`src/hdl/stl_pkg.sv`:
```
`default_nettype none
package stl_pkg;

  localparam int CW = 28;   // CORDIC vector width
  localparam int AW = 34;   // angle accumulator width, 2^32 per turn
  localparam int SW = 30;   // square root working width
  localparam int CFG_IDX_W = 2;
  localparam int SQRT_STEPS = 15;

  localparam logic [CFG_IDX_W-1:0] REG_IMAGE_WIDTH  = 2'd0;
  localparam logic [CFG_IDX_W-1:0] REG_IMAGE_HEIGHT = 2'd1;

  localparam logic OP_WRITE  = 1'b0;
  localparam logic OP_SAMPLE = 1'b1;

  localparam logic [31:0] ATAN_TURNS [24] = '{
    32'h20000000, 32'h12E4051E, 32'h09FB385B, 32'h051111D4,
    32'h028B0D43, 32'h0145D7E1, 32'h00A2F61E, 32'h00517C55,
    32'h0028BE53, 32'h00145F2F, 32'h000A2F98, 32'h000517CC,
    32'h00028BE6, 32'h000145F3, 32'h0000A2F9, 32'h0000517C,
    32'h000028BE, 32'h0000145F, 32'h00000A2F, 32'h00000517,
    32'h0000028B, 32'h00000145, 32'h000000A2, 32'h00000051
  };

  typedef struct packed {
    logic              op;
    logic [15:0]       texel_addr;
    logic [7:0]        texel_red;
    logic [7:0]        texel_green;
    logic [7:0]        texel_blue;
    logic signed [15:0] dir_x;
    logic signed [15:0] dir_y;
    logic signed [15:0] dir_z;
  } in_word_t;

  typedef struct packed {
    logic [7:0] red;
    logic [7:0] green;
    logic [7:0] blue;
  } out_word_t;

  typedef struct packed {
    logic                valid;
    logic                op;
    logic [15:0]         addr;
    logic [23:0]         rgb;
    logic signed [CW-1:0] pa;
    logic signed [CW-1:0] pb;
    logic signed [AW-1:0] pacc;
    logic                pzero;
    logic signed [CW-1:0] ta;
    logic signed [CW-1:0] tb;
    logic signed [AW-1:0] tacc;
    logic signed [15:0]  z;
    logic [SW-1:0]       n;
    logic [SW-1:0]       r;
  } pipe_t;

endpackage
`default_nettype wire

```
`src/hdl/stl_sqrt_step.sv`:
```
`default_nettype none
module stl_sqrt_step #(
  parameter int BIT_POS = 28
) (
  input  wire logic          clk,
  input  wire logic          rst_n,
  input  wire logic          en,
  input  wire stl_pkg::pipe_t d_i,
  output stl_pkg::pipe_t      q_o
);
  import stl_pkg::*;

  localparam logic [SW-1:0] BIT = SW'(1) << BIT_POS;

  pipe_t q_r, q_nxt;
  logic [SW-1:0] trial;

  always_comb begin
    q_nxt = d_i;
    trial = d_i.r + BIT;
    if (d_i.n >= trial) begin
      q_nxt.n = d_i.n - trial;
      q_nxt.r = (d_i.r >> 1) + BIT;
    end else begin
      q_nxt.r = d_i.r >> 1;
    end
  end

  always_ff @(posedge clk) begin
    if (!rst_n) begin
      q_r.valid <= 1'b0;
    end else if (en) begin
      q_r <= q_nxt;
    end
  end

  assign q_o = q_r;
endmodule
`default_nettype wire

```
`config.mk`:
```
export PLATFORM = sky130hd
export DESIGN_NAME = stl_sqrt_step
export DESIGN_NICKNAME = d
export VERILOG_FILES = /design/src/hdl/stl_pkg.sv /design/src/hdl/stl_sqrt_step.sv
export SDC_FILE = /design/constraint.sdc
export NUM_CORES = 1
export LEC_CHECK = 0
export ABC_AREA = 1
export BUFFER_PORTS_ARGS = -buffer_cell sky130_fd_sc_hd__buf_4
export CELL_PAD_IN_SITES_DETAIL_PLACEMENT = 1
export CELL_PAD_IN_SITES_GLOBAL_PLACEMENT = 1
export CORE_AREA = 2 2 231 233
export DETAILED_ROUTE_END_ITERATION = 10
export DIE_AREA = 0 0 233 235
export GPL_TIMING_DRIVEN = 0
export PLACE_DENSITY = 0.57
export SLEW_MARGIN = 10
export SYNTH_ARGS = -nofsm -noshare
export SYNTH_HDL_FRONTEND = slang
export SYNTH_SLANG_ARGS = --single-unit
```
`constraint.sdc`:
```
create_clock -name clk -period 9.95 [get_ports clk]
set_input_delay 0.995 -clock clk [delete_from_list [all_inputs] [get_ports clk]]
set_output_delay 0.995 -clock clk [all_outputs]
set_load 0.005 [all_outputs]
```
* Word level (Yosys, flattened, before mapping) *
Cells that the tools add are included.

operators by class
  add/sub/neg operators = 3
  $lt $le $gt $ge = 1
  mux-type cells = 2
  reductions and logical operators = 1

operator list
  kind                                             number
  adder 29 x 29 -> 30 bit (second input constant)  1
  adder 30 x 29 -> 30 bit (second input constant)  1
  >= comparator 30 bit                             1
  2-to-1 mux 30 bit                                1
  subtractor 30 bit                                1
  2-to-1 mux 29 bit                                1
  AND reduction 2 bit                              1

word-level totals
  flip-flop bits (word level) = 299
  bits of input ports = 302
  output and inout port bits = 299
  word-level logic and storage cells = 22

* Longest topological paths before layout *
  depth after elaboration = 3
  gate-level depth with buffers = 15
  gate-level depth less buffers = 15

* Worst setup path before layout *
Ideal clock, no wire load.

  path kind = input to register
  from = input rst_n
  to = register q_r (netlist bit q_o[0]), enable pin
  setup time = 0.648 ns
  data arrival time = 6.739 ns
  data required time = 9.302 ns
  slack = 2.563 ns
  stages = 2
  buffers on the path = 0
  cells stage by stage = nand2_1 > inv_1

between the ends
  cells in the longest elaborated chain, start to end = 1

RTL lines
  what                                  line                 source
  from (decl)                           stl_sqrt_step.sv:6   input wire logic rst_n,
  AND reduction 2 bit (no source line)  --
  to (signal assigned)                  stl_sqrt_step.sv:33  q_r <= q_nxt;
  to (decl)                             stl_sqrt_step.sv:15  pipe_t q_r, q_nxt;

Every way passes these cells.
A chain may end at the register's enable or synchronous reset.

==> flow_metrics.py <==
metrics = {
    "sta": {
        "hold_viol": 0,
        "period_minus_slack_ns": 2.80,
        "rsz0062_at_grt": "no",
        "setup_viol": 0,
        "fin_skew_ns": 0,
        "post-route-period-util": 0.281,
        "final.setup.tns_ns": 0,
        "setup_ws_ns": 7.15,
        "drv_slew": 0,
        "relSlewSlack": 0.421,
        "max_freq_mhz": 358,
        "worstMarginPinSlew_ns": 0.869,
        "whs_ns": 0.562,
    },
    "outcome": {
        "outcome": "finished, final reports clean",
    },
    "global_routing": {
        "antenna_found_initial": 41,
        "grt_pass1_wl_mm": 81.5,
        "grt_overflow": 0,
        "grt_use_total": 0.218,
        "grt_max_degree": 116,
        "grt_pass1_vias": 10100,
    },
    "run": {
        "drv_cap": 0,
    },
    "routing": {
        "met1Wirelength_mm": 22.9,
        "drc": 0,
        "drtPass1Iterations": 4,
        "met2_length_mm": 29.3,
        "vias": 9599,
        "top_layer": "met5",
        "wl_met3_mm": 6.14,
        "wl_per_cell_microns": 26.6,
        "drt-vias-per-instance": 4.18,
        "wl_mm": 61.0,
        "ant_nets": 0,
        "first_iter_violations": 509,
    },
    "critical_path": {
        "crit_type": "input pin to flop",
        "cp-start-kind": "input pin",
        "cp_common_cell": "nand2_1",
        "crit_arrival_ns": 3.21,
        "path_buf_inv": 3,
        "path_cells": "buf_4 -> xnor2_1 -> ha_1 -> nand2_1 -> inv_1 -> a21oi_1 -> nand2_1 -> a21oi_4 -> buf_2 -> nand3_1 -> nand2_1",
        "r2r_start": "q_o[298]",
        "worstReg2RegEnd": "q_o[298]",
        "end_kind": "flop",
        "required_ns": 10.37,
        "path_max_fanout": 10,
        "cp_slowest_cell": "buf_2",
        "crit_cells": 11,
        "path_delay_family": "buffers and inverters",
        "reg2reg_slack_ns": 9.31,
        "reg2reg_depth": 2,
        "slowest_delay_ns": 0.38,
    },
    "final_layout": {
        "final_cell_mix": "buf_4, edfxtp_1, nand2_1",
        "final_nets": 1894,
        "mostFrequentLayoutCell": "buf_4",
        "area_growth_pct": 55.7,
        "layoutNonFillerInstCount": 2294,
        "largest_reg_flops": 299,
        "drive_gt1_frac": 0.437,
    },
    "min_path": {
        "hold_start": "q_o[298]",
        "hold_class": "flop to flop",
        "worstHoldPathCells": 2,
        "hold-path-endpoint": "q_o[298]",
    },
    "floorplanning": {
        "fp.dieW_microns": 233,
        "die_h_microns": 235,
        "core-area_sq_um": 52200,
        "fp-row-count": 84,
        "floorplan.die_area_sq_um": 54800,
        "ios": 601,
        "start_util": 0.229,
    },
    "clocking": {
        "cts-resized-gates": 0,
        "cts_tree": "done",
        "clkLatencyLatePin_ns": 0.56,
        "cts_sinks": 299,
        "cts_buffers": 39,
        "hold_buffers": 0,
        "postCtsSetupRepairBufs": 0,
        "path_clk_slew_ns": 0.06,
        "htree_levels": 2,
        "cts_root_buf": "clkbuf_16",
        "cts_buffer_depth": 3,
    },
    "synth": {
        "netlist_instances": 918,
        "ys_types": 32,
        "syn_nets": 1251,
        "avgSynthCellArea_sq_um": 13.0,
        "ys.warnings.count": 0,
        "synth-seq-cells": 299,
        "ys_seq_area_frac": 0.750,
        "syn_area_sq_um": 12000,
    },
    "placement": {
        "dp.cells": 2208,
        "hpwl_mm": 50.4,
        "port_buffers": 600,
        "pre_cts_ws_ns": 6.53,
        "globalplace.congestion": 0.920,
    },
    "power": {
        "p_leak_nw": 8.36,
        "totalPowerFinal_w": 0.00340,
        "power_density_nw_per_um2": 182,
        "peakVddDrop_mv": 0.103,
    },
}
[synth_stat cells, drive strengths merged]
| library cell | count | share of area |
|---|---|---|
| a21o | 1 | 0.00063 |
| a21oi | 20 | 0.0096 |
| and2 | 1 | 0.00052 |
| and3 | 1 | 0.00052 |
| buf | 7 | 0.0048 |
| clkinv | 1 | 0.00031 |
| dfxtp | 1 | 0.0017 |
| edfxtp | 298 | 0.75 |
| fa | 1 | 0.0017 |
| ha | 30 | 0.031 |
| inv | 145 | 0.046 |
| nand2 | 260 | 0.083 |
| nand3 | 79 | 0.038 |
| nand3b | 3 | 0.0019 |
| nand4 | 7 | 0.0037 |
| nor2 | 42 | 0.014 |
| nor3 | 2 | 0.0017 |
| o21ai | 3 | 0.0013 |
| o21bai | 1 | 0.00063 |
| xnor2 | 2 | 0.0015 |
| xor2 | 13 | 0.0095 |
[kinds of logic (layout without fill, tap and decap cells)]
logic type / count (synthesis) / count (layout) / share of synthesized area
buffers and inverters: 153 / 823 / 0.0506
DFF: 299 / 299 / 0.750
other: 0 / 18 / 0
and+or+nand+nor: 395 / 395 / 0.143
AOI/OAI and AO/OA: 25 / 25 / 0.0121
xor gates and xnor gates: 15 / 15 / 0.0110
adders and majority gates: 31 / 31 / 0.0331
[metal layers]
| metal | up-vias | global-route usage |
|---|---|---|
| met5 | - | 0.0250 |
| met4 | 42 | 0.0832 |
| met3 | 122 | 0.0976 |
| met2 | 369 | 0.363 |
| met1 | 4654 | 0.242 |
| li1 | 4412 | - |
[metrics by stage]
stage	util	cell area, sq um
after detailed placement	0.333	17400
after CTS	0.356	18600
after global routing	0.356	18600
after global placement	0.332	17300
final	0.356	18600
after floorplan	-	12000
[power by group]
group	internal, W	total (W)	switching (W)
combinational	0.000243	0.000519	0.000276
sequential	0.00149	0.00152	0.0000283
clock	0.000778	0.00135	0.000575
total	0.00252	0.00340	0.000880
[cell type report]
cell class                      count  area (sq um)
Antenna cell                       18          45.0
Buffer                              7          57.6
Clock buffer                       51          1020
Clock inverter                     17           169
Fill cell                        5717         33600
Inverter                          146           556
Multi-Input combinational cell    466          2380
Sequential cell                   299          8970
Tap cell                          688           861
Timing Repair Buffer              602          4560
[worst max path at each step]
stage	from	slack (ns)	endpoint
after detailed placement	d_i[28]	6.53	q_o[54]
after floorplan	rst_n	2.56	q_o[0]
after global routing	d_i[29]	6.98	q_o[54]
final	d_i[28]	7.15	q_o[54]
after CTS	d_i[28]	7.11	q_o[53]
after global placement	en	-0.40	q_o[90]
[worst register-to-register path: stages, from the launching register on]
cell	delay [ns]
dfxtp_1	0.31
o21ai_0	0.16
a21oi_1	0.06
Note: power is estimated with default switching activity, not from simulation.
