<file path="src/hdl/stl_pkg.sv">
`default_nettype none
package stl_pkg;

  localparam int CW = 28;   // CORDIC vector width
  localparam int AW = 34;   // angle accumulator width, 2^32 per turn
  localparam int SW = 30;   // square root working width
  localparam int CFG_IDX_W = 2;
  localparam int SQRT_STEPS = 15;

  localparam logic [CFG_IDX_W-1:0] REG_IMAGE_WIDTH  = 2'd0;
  localparam logic [CFG_IDX_W-1:0] REG_IMAGE_HEIGHT = 2'd1;

  localparam logic OP_WRITE  = 1'b0;
  localparam logic OP_SAMPLE = 1'b1;

  localparam logic [31:0] ATAN_TURNS [24] = '{
    32'h20000000, 32'h12E4051E, 32'h09FB385B, 32'h051111D4,
    32'h028B0D43, 32'h0145D7E1, 32'h00A2F61E, 32'h00517C55,
    32'h0028BE53, 32'h00145F2F, 32'h000A2F98, 32'h000517CC,
    32'h00028BE6, 32'h000145F3, 32'h0000A2F9, 32'h0000517C,
    32'h000028BE, 32'h0000145F, 32'h00000A2F, 32'h00000517,
    32'h0000028B, 32'h00000145, 32'h000000A2, 32'h00000051
  };

  typedef struct packed {
    logic              op;
    logic [15:0]       texel_addr;
    logic [7:0]        texel_red;
    logic [7:0]        texel_green;
    logic [7:0]        texel_blue;
    logic signed [15:0] dir_x;
    logic signed [15:0] dir_y;
    logic signed [15:0] dir_z;
  } in_word_t;

  typedef struct packed {
    logic [7:0] red;
    logic [7:0] green;
    logic [7:0] blue;
  } out_word_t;

  typedef struct packed {
    logic                valid;
    logic                op;
    logic [15:0]         addr;
    logic [23:0]         rgb;
    logic signed [CW-1:0] pa;
    logic signed [CW-1:0] pb;
    logic signed [AW-1:0] pacc;
    logic                pzero;
    logic signed [CW-1:0] ta;
    logic signed [CW-1:0] tb;
    logic signed [AW-1:0] tacc;
    logic signed [15:0]  z;
    logic [SW-1:0]       n;
    logic [SW-1:0]       r;
  } pipe_t;

endpackage
`default_nettype wire

</file>
<file path="src/hdl/stl_cordic_step.sv">
`default_nettype none
module stl_cordic_step #(
  parameter int STEP = 0
) (
  input  wire logic          clk,
  input  wire logic          rst_n,
  input  wire logic          en,
  input  wire stl_pkg::pipe_t d_i,
  output stl_pkg::pipe_t      q_o
);
  import stl_pkg::*;

  localparam logic signed [AW-1:0] ATAN = {2'b00, ATAN_TURNS[STEP]};

  pipe_t q_r, q_nxt;

  // phi and theta rotate side by side
  always_comb begin
    q_nxt = d_i;
    if (!d_i.pb[CW-1]) begin
      q_nxt.pa   = d_i.pa + (d_i.pb >>> STEP);
      q_nxt.pb   = d_i.pb - (d_i.pa >>> STEP);
      q_nxt.pacc = d_i.pacc + ATAN;
    end else begin
      q_nxt.pa   = d_i.pa - (d_i.pb >>> STEP);
      q_nxt.pb   = d_i.pb + (d_i.pa >>> STEP);
      q_nxt.pacc = d_i.pacc - ATAN;
    end
    if (!d_i.tb[CW-1]) begin
      q_nxt.ta   = d_i.ta + (d_i.tb >>> STEP);
      q_nxt.tb   = d_i.tb - (d_i.ta >>> STEP);
      q_nxt.tacc = d_i.tacc + ATAN;
    end else begin
      q_nxt.ta   = d_i.ta - (d_i.tb >>> STEP);
      q_nxt.tb   = d_i.tb + (d_i.ta >>> STEP);
      q_nxt.tacc = d_i.tacc - ATAN;
    end
  end

  always_ff @(posedge clk) begin
    if (!rst_n) begin
      q_r.valid <= 1'b0;
    end else if (en) begin
      q_r <= q_nxt;
    end
  end

  assign q_o = q_r;
endmodule
`default_nettype wire

</file>
<file path="config.mk">
export PLATFORM = sky130hd
export DESIGN_NAME = stl_cordic_step
export DESIGN_NICKNAME = d
export VERILOG_FILES = /design/src/hdl/stl_pkg.sv /design/src/hdl/stl_cordic_step.sv
export SDC_FILE = /design/constraint.sdc
export NUM_CORES = 1
export LEC_CHECK = 0
export BUFFER_PORTS_ARGS = -buffer_cell sky130_fd_sc_hd__buf_2
export CAP_MARGIN = 10
export CORE_AREA = 8 8 230 232
export CTS_CLUSTER_DIAMETER = 60
export CTS_CLUSTER_SIZE = 25
export DETAILED_ROUTE_END_ITERATION = 16
export DIE_AREA = 0 0 238 240
export PLACE_DENSITY = 0.62
export SLEW_MARGIN = 20
export SYNTH_ARGS = -nofsm -noshare
export SYNTH_HDL_FRONTEND = slang
export SYNTH_SLANG_ARGS = --single-unit
</file>
<file path="constraint.sdc">
create_clock -name clk -period 10 [get_ports clk]
set_input_delay 1.5 -clock clk [delete_from_list [all_inputs] [get_ports clk]]
set_output_delay 1.5 -clock clk [all_outputs]
set_load 0.01 [all_outputs]
</file>
Yosys cells after proc, flatten, opt, wreduce, memory -nomap -nowiden
Cells that the tools add are included.
{"block": "word_totals", "reg_bits": 299, "in_bits": 302, "out_inout_bits": 299, "elab_cells": 27}
{"block": "classes", "addsub": 10, "n_mux": 2, "n_reduce_logical": 1}
{"operator": "$mux W90", "count": 2}
{"operator": "$sub A28 B28 Y28", "count": 4}
{"operator": "$add A34 B31 Y34 const B", "count": 2}
{"operator": "$sub A34 B31 Y34 const B", "count": 2}
{"operator": "$add A28 B28 Y28", "count": 2}
{"operator": "$reduce_and A2 Y1", "count": 1}

Depth between registers and ports, before layout
{"block": "logic_depth", "ltp_word": 2, "depth_mapped": 13, "depth_no_buf": 12}

Worst setup path after synthesis
Ideal clock, no wire load.
{"block": "synth_path", "kind": "input-to-reg", "from": "input en", "to": "register q_r (netlist bit q_o[0]) (enable)", "setup_ns": 0.694, "arrival_ns": 8.177, "required_ns": 9.306, "setup_slack_ns": 1.129, "cell_stages": 1, "n_path_buf": 0, "cell_sequence": "and2_1"}
{"block": "synth_via", "elab_chain_cells": 1}
{"element": "start, declared", "line_no": "stl_cordic_step.sv:7", "text": "input wire logic en,"}
{"element": "$reduce_and A2 Y1 (no line)"}
{"element": "end signal, assigned", "line_no": "stl_cordic_step.sv:44", "text": "q_r <= q_nxt;"}
{"element": "end, declared", "line_no": "stl_cordic_step.sv:15", "text": "pipe_t q_r, q_nxt;"}
No other way between the ends.
A chain may end at the register's enable or synchronous reset.

==> impl_metrics.json <==
{
  "outcome": "complete, no violations",
  "grt-ovfl-total": 0,
  "drive_gt1_share_pct": 30.20,
  "timing.rr.end": "q_o[298]",
  "grt_antenna_before_repair": 17,
  "synth_xor_area_share_pct": 5.171,
  "criticalPathCategory": "input port to register",
  "synth-edff-count": 296,
  "grt_pass1_wl_microns": 100300,
  "peakVddDrop_uv": 167.3,
  "skew_ps": 0,
  "startpoint": "d_i[125]",
  "fin_area_sq_um": 23480,
  "ios": 601,
  "fp.dieArea_sq_um": 57120,
  "first_pass_iters": 6,
  "crit_end": "q_o[161]",
  "insertion_delay_ps": 600,
  "ys_seq_elements": 297,
  "syn_inst": 1762,
  "critical_path.max_fanout": 18,
  "gp_congestion": 0.9408,
  "synth_top_family_by_area": "compound AO/OA/AOI/OAI gates",
  "n_fill_cell": 4695,
  "post_cts.repair.setup_buffers": 0,
  "maxCapViolations": 0,
  "tns_ps": 0,
  "clock_path_buffers": 3,
  "cts_tree": "built",
  "synth_compound_area_share_pct": 18.42,
  "portBuffers": 600,
  "drt_iter0_drc": 1332,
  "synthSimpleGateAreaFrac_pct": 8.978,
  "tightest_slew_ps": 1061,
  "hold_class": "register to register",
  "setup_viol": 0,
  "r2r_start": "q_o[298]",
  "die_h_microns": 240,
  "cts_num_sinks": 297,
  "r2r_slack_ps": 9410,
  "cts-buffers-inserted": 31,
  "ctsHoldBuffers": 0,
  "avgSynthCellArea_sq_um": 10.67,
  "row_count": 82,
  "timing.hold.ws_ps": 518.9,
  "synth_ff_type": "edfxtp_1",
  "min-delay-start": "q_o[298]",
  "drc": 0,
  "slew_headroom_pct": 29.29,
  "rr_worst_depth": 2,
  "hold_viol_final": 0,
  "start_kind": "input port",
  "muxShareOfSynthArea_pct": 0.9118,
  "final_common_cell": "buf_2",
  "fin_crit_ps": 4028,
  "synth-async-reset-ratio_pct": 0,
  "htreeDepth": 1,
  "slowest_delay_ps": 690,
  "dpl_cell_area_sq_um": 22290,
  "required_ps": 10350,
  "synth_fa_ha_area_share_pct": 13.23,
  "synth.distinct_cells": 87,
  "finalPower_mw": 3.751,
  "num_vias": 15864,
  "syn2layout_area_growth_pct": 24.88,
  "synthesis.nets": 2258,
  "grt_pass1_vias": 15870,
  "fp.dieW_microns": 238,
  "viasPerCell": 5.237,
  "postRouteAntennaNets": 0,
  "grt_max_degree": 198,
  "grt_use_total_pct": 22.62,
  "min_period_over_period_pct": 40.28,
  "endpoint_kind": "register",
  "fmax_mhz": 248.2,
  "cts_resized": 0,
  "syn-cell-area_sq_um": 18800,
  "power.density_nw_per_um2": 159.8,
  "clk_pin_slew_ps": 70,
  "dpl.hpwl_microns": 55070,
  "grt_setup_unrepaired": "no",
  "wl_microns": 68250,
  "ys_warn_count": 0,
  "cp_slowest_cell": "ha_1",
  "wl_per_cell_microns": 22.53,
  "nNetsFinal": 2822,
  "final_cell_mix": "buf_2 (600), edfxtp_1 (296), ha_1 (186)",
  "ys_seq_area_share_pct": 47.39,
  "start_util_pct": 38.01,
  "largest_register_ff_count": 297,
  "core_sq_um": 49450,
  "p_leak_nw": 10.34,
  "crit_chain": "buf_2 > inv_1 > ha_1 > nand2_2 > nor4_1 > nand3_1 > a31oi_1 > a31oi_2 > o21ai_0 > o311ai_0 > xnor2_1",
  "slew_violations": 0,
  "crit_arrival_ps": 4380,
  "cts-root-buf": "clkbuf_16"
}
[cell type report]
| class | instances | area [sq um] | area share, % |
|---|---|---|---|
| tap | 672 | 840.8 | 3.582 |
| sequential | 297 | 8909 | 37.95 |
| clock buffer | 32 | 779.5 | 3.320 |
| timing repair buffer | 606 | 3060 | 13.04 |
| inverter | 186 | 698.2 | 2.974 |
| multi-input combinational | 1204 | 8783 | 37.41 |
| antenna | 6 | 15.01 | 0.06396 |
| clock inverter | 26 | 390.4 | 1.663 |
[cell families after synthesis]
family,after synthesis
compound gates,527
simple gates,355
flops,297
buf+inv,261
fa+ha+maj,194
xor+xnor,111
mux,17
[layer usage]
metal | vias to the layer above | global-route usage [%] | share of wire [%]
met2 | 701 | 39.60 | 49
met4 | 6 | 7.648 | 3.2
met5 | - | 0 | 0.054
met1 | 7588 | 26.99 | 39
li1 | 7456 | - | -
met3 | 113 | 5.581 | 8.1
[critical path, delay by kind of cell]
family / cells / cell delay [ps]
buffers and inverters: 2 / 160
xor gates and xnor gates: 1 / 160
AOI/OAI and AO/OA: 4 / 900
and+or+nand+nor: 3 / 950
adders and majority gates: 1 / 690
[power by group]
part / internal, mW / switching (mW)
clock network: 0.640 / 0.646
registers: 1.51 / 0.0289
logic: 0.348 / 0.575
total: 2.50 / 1.25
[stage by stage]
| stage | setup slack (ps) | util (%) | cells |
|---|---|---|---|
| floorplan | 1129 | - | 1762 |
| global route | 5779 | 47.46 | 3027 |
| finish | 5972 | 47.47 | 3029 |
| CTS | 6020 | 47.44 | 3023 |
| global placement | 5347 | 45.08 | 2965 |
| detailed placement | 5372 | 45.08 | 2965 |
[Yosys cell counts, types with 21 or more instances]
cell / n / share of area (%)
edfxtp_1: 296 / 47
ha_1: 186 / 12
inv_1: 179 / 3.6
a21oi_1: 159 / 4.2
nor2_1: 123 / 2.5
o21ai_0: 99 / 2.6
xnor2_1: 98 / 4.6
nand2_1: 71 / 1.4
a21o_1: 52 / 2.1
nor3_1: 36 / 0.96
o21bai_1: 28 / 1.1
clkbuf_1: 26 / 0.52
nand3_1: 26 / 0.69
nand2b_1: 21 / 0.70
o21ai_1: 21 / 0.56
[worst min-delay path by stage]
stage | to | slack [ps] | cells after the start
after floorplan | q_o[298] | 540 | 2
after global placement | q_o[298] | 500 | 2
after detailed placement | q_o[298] | 510 | 2
after CTS | q_o[298] | 530 | 2
after global routing | q_o[298] | 560 | 2
final | q_o[298] | 520 | 2
No activity file was read; power rests on OpenSTA's default activity.
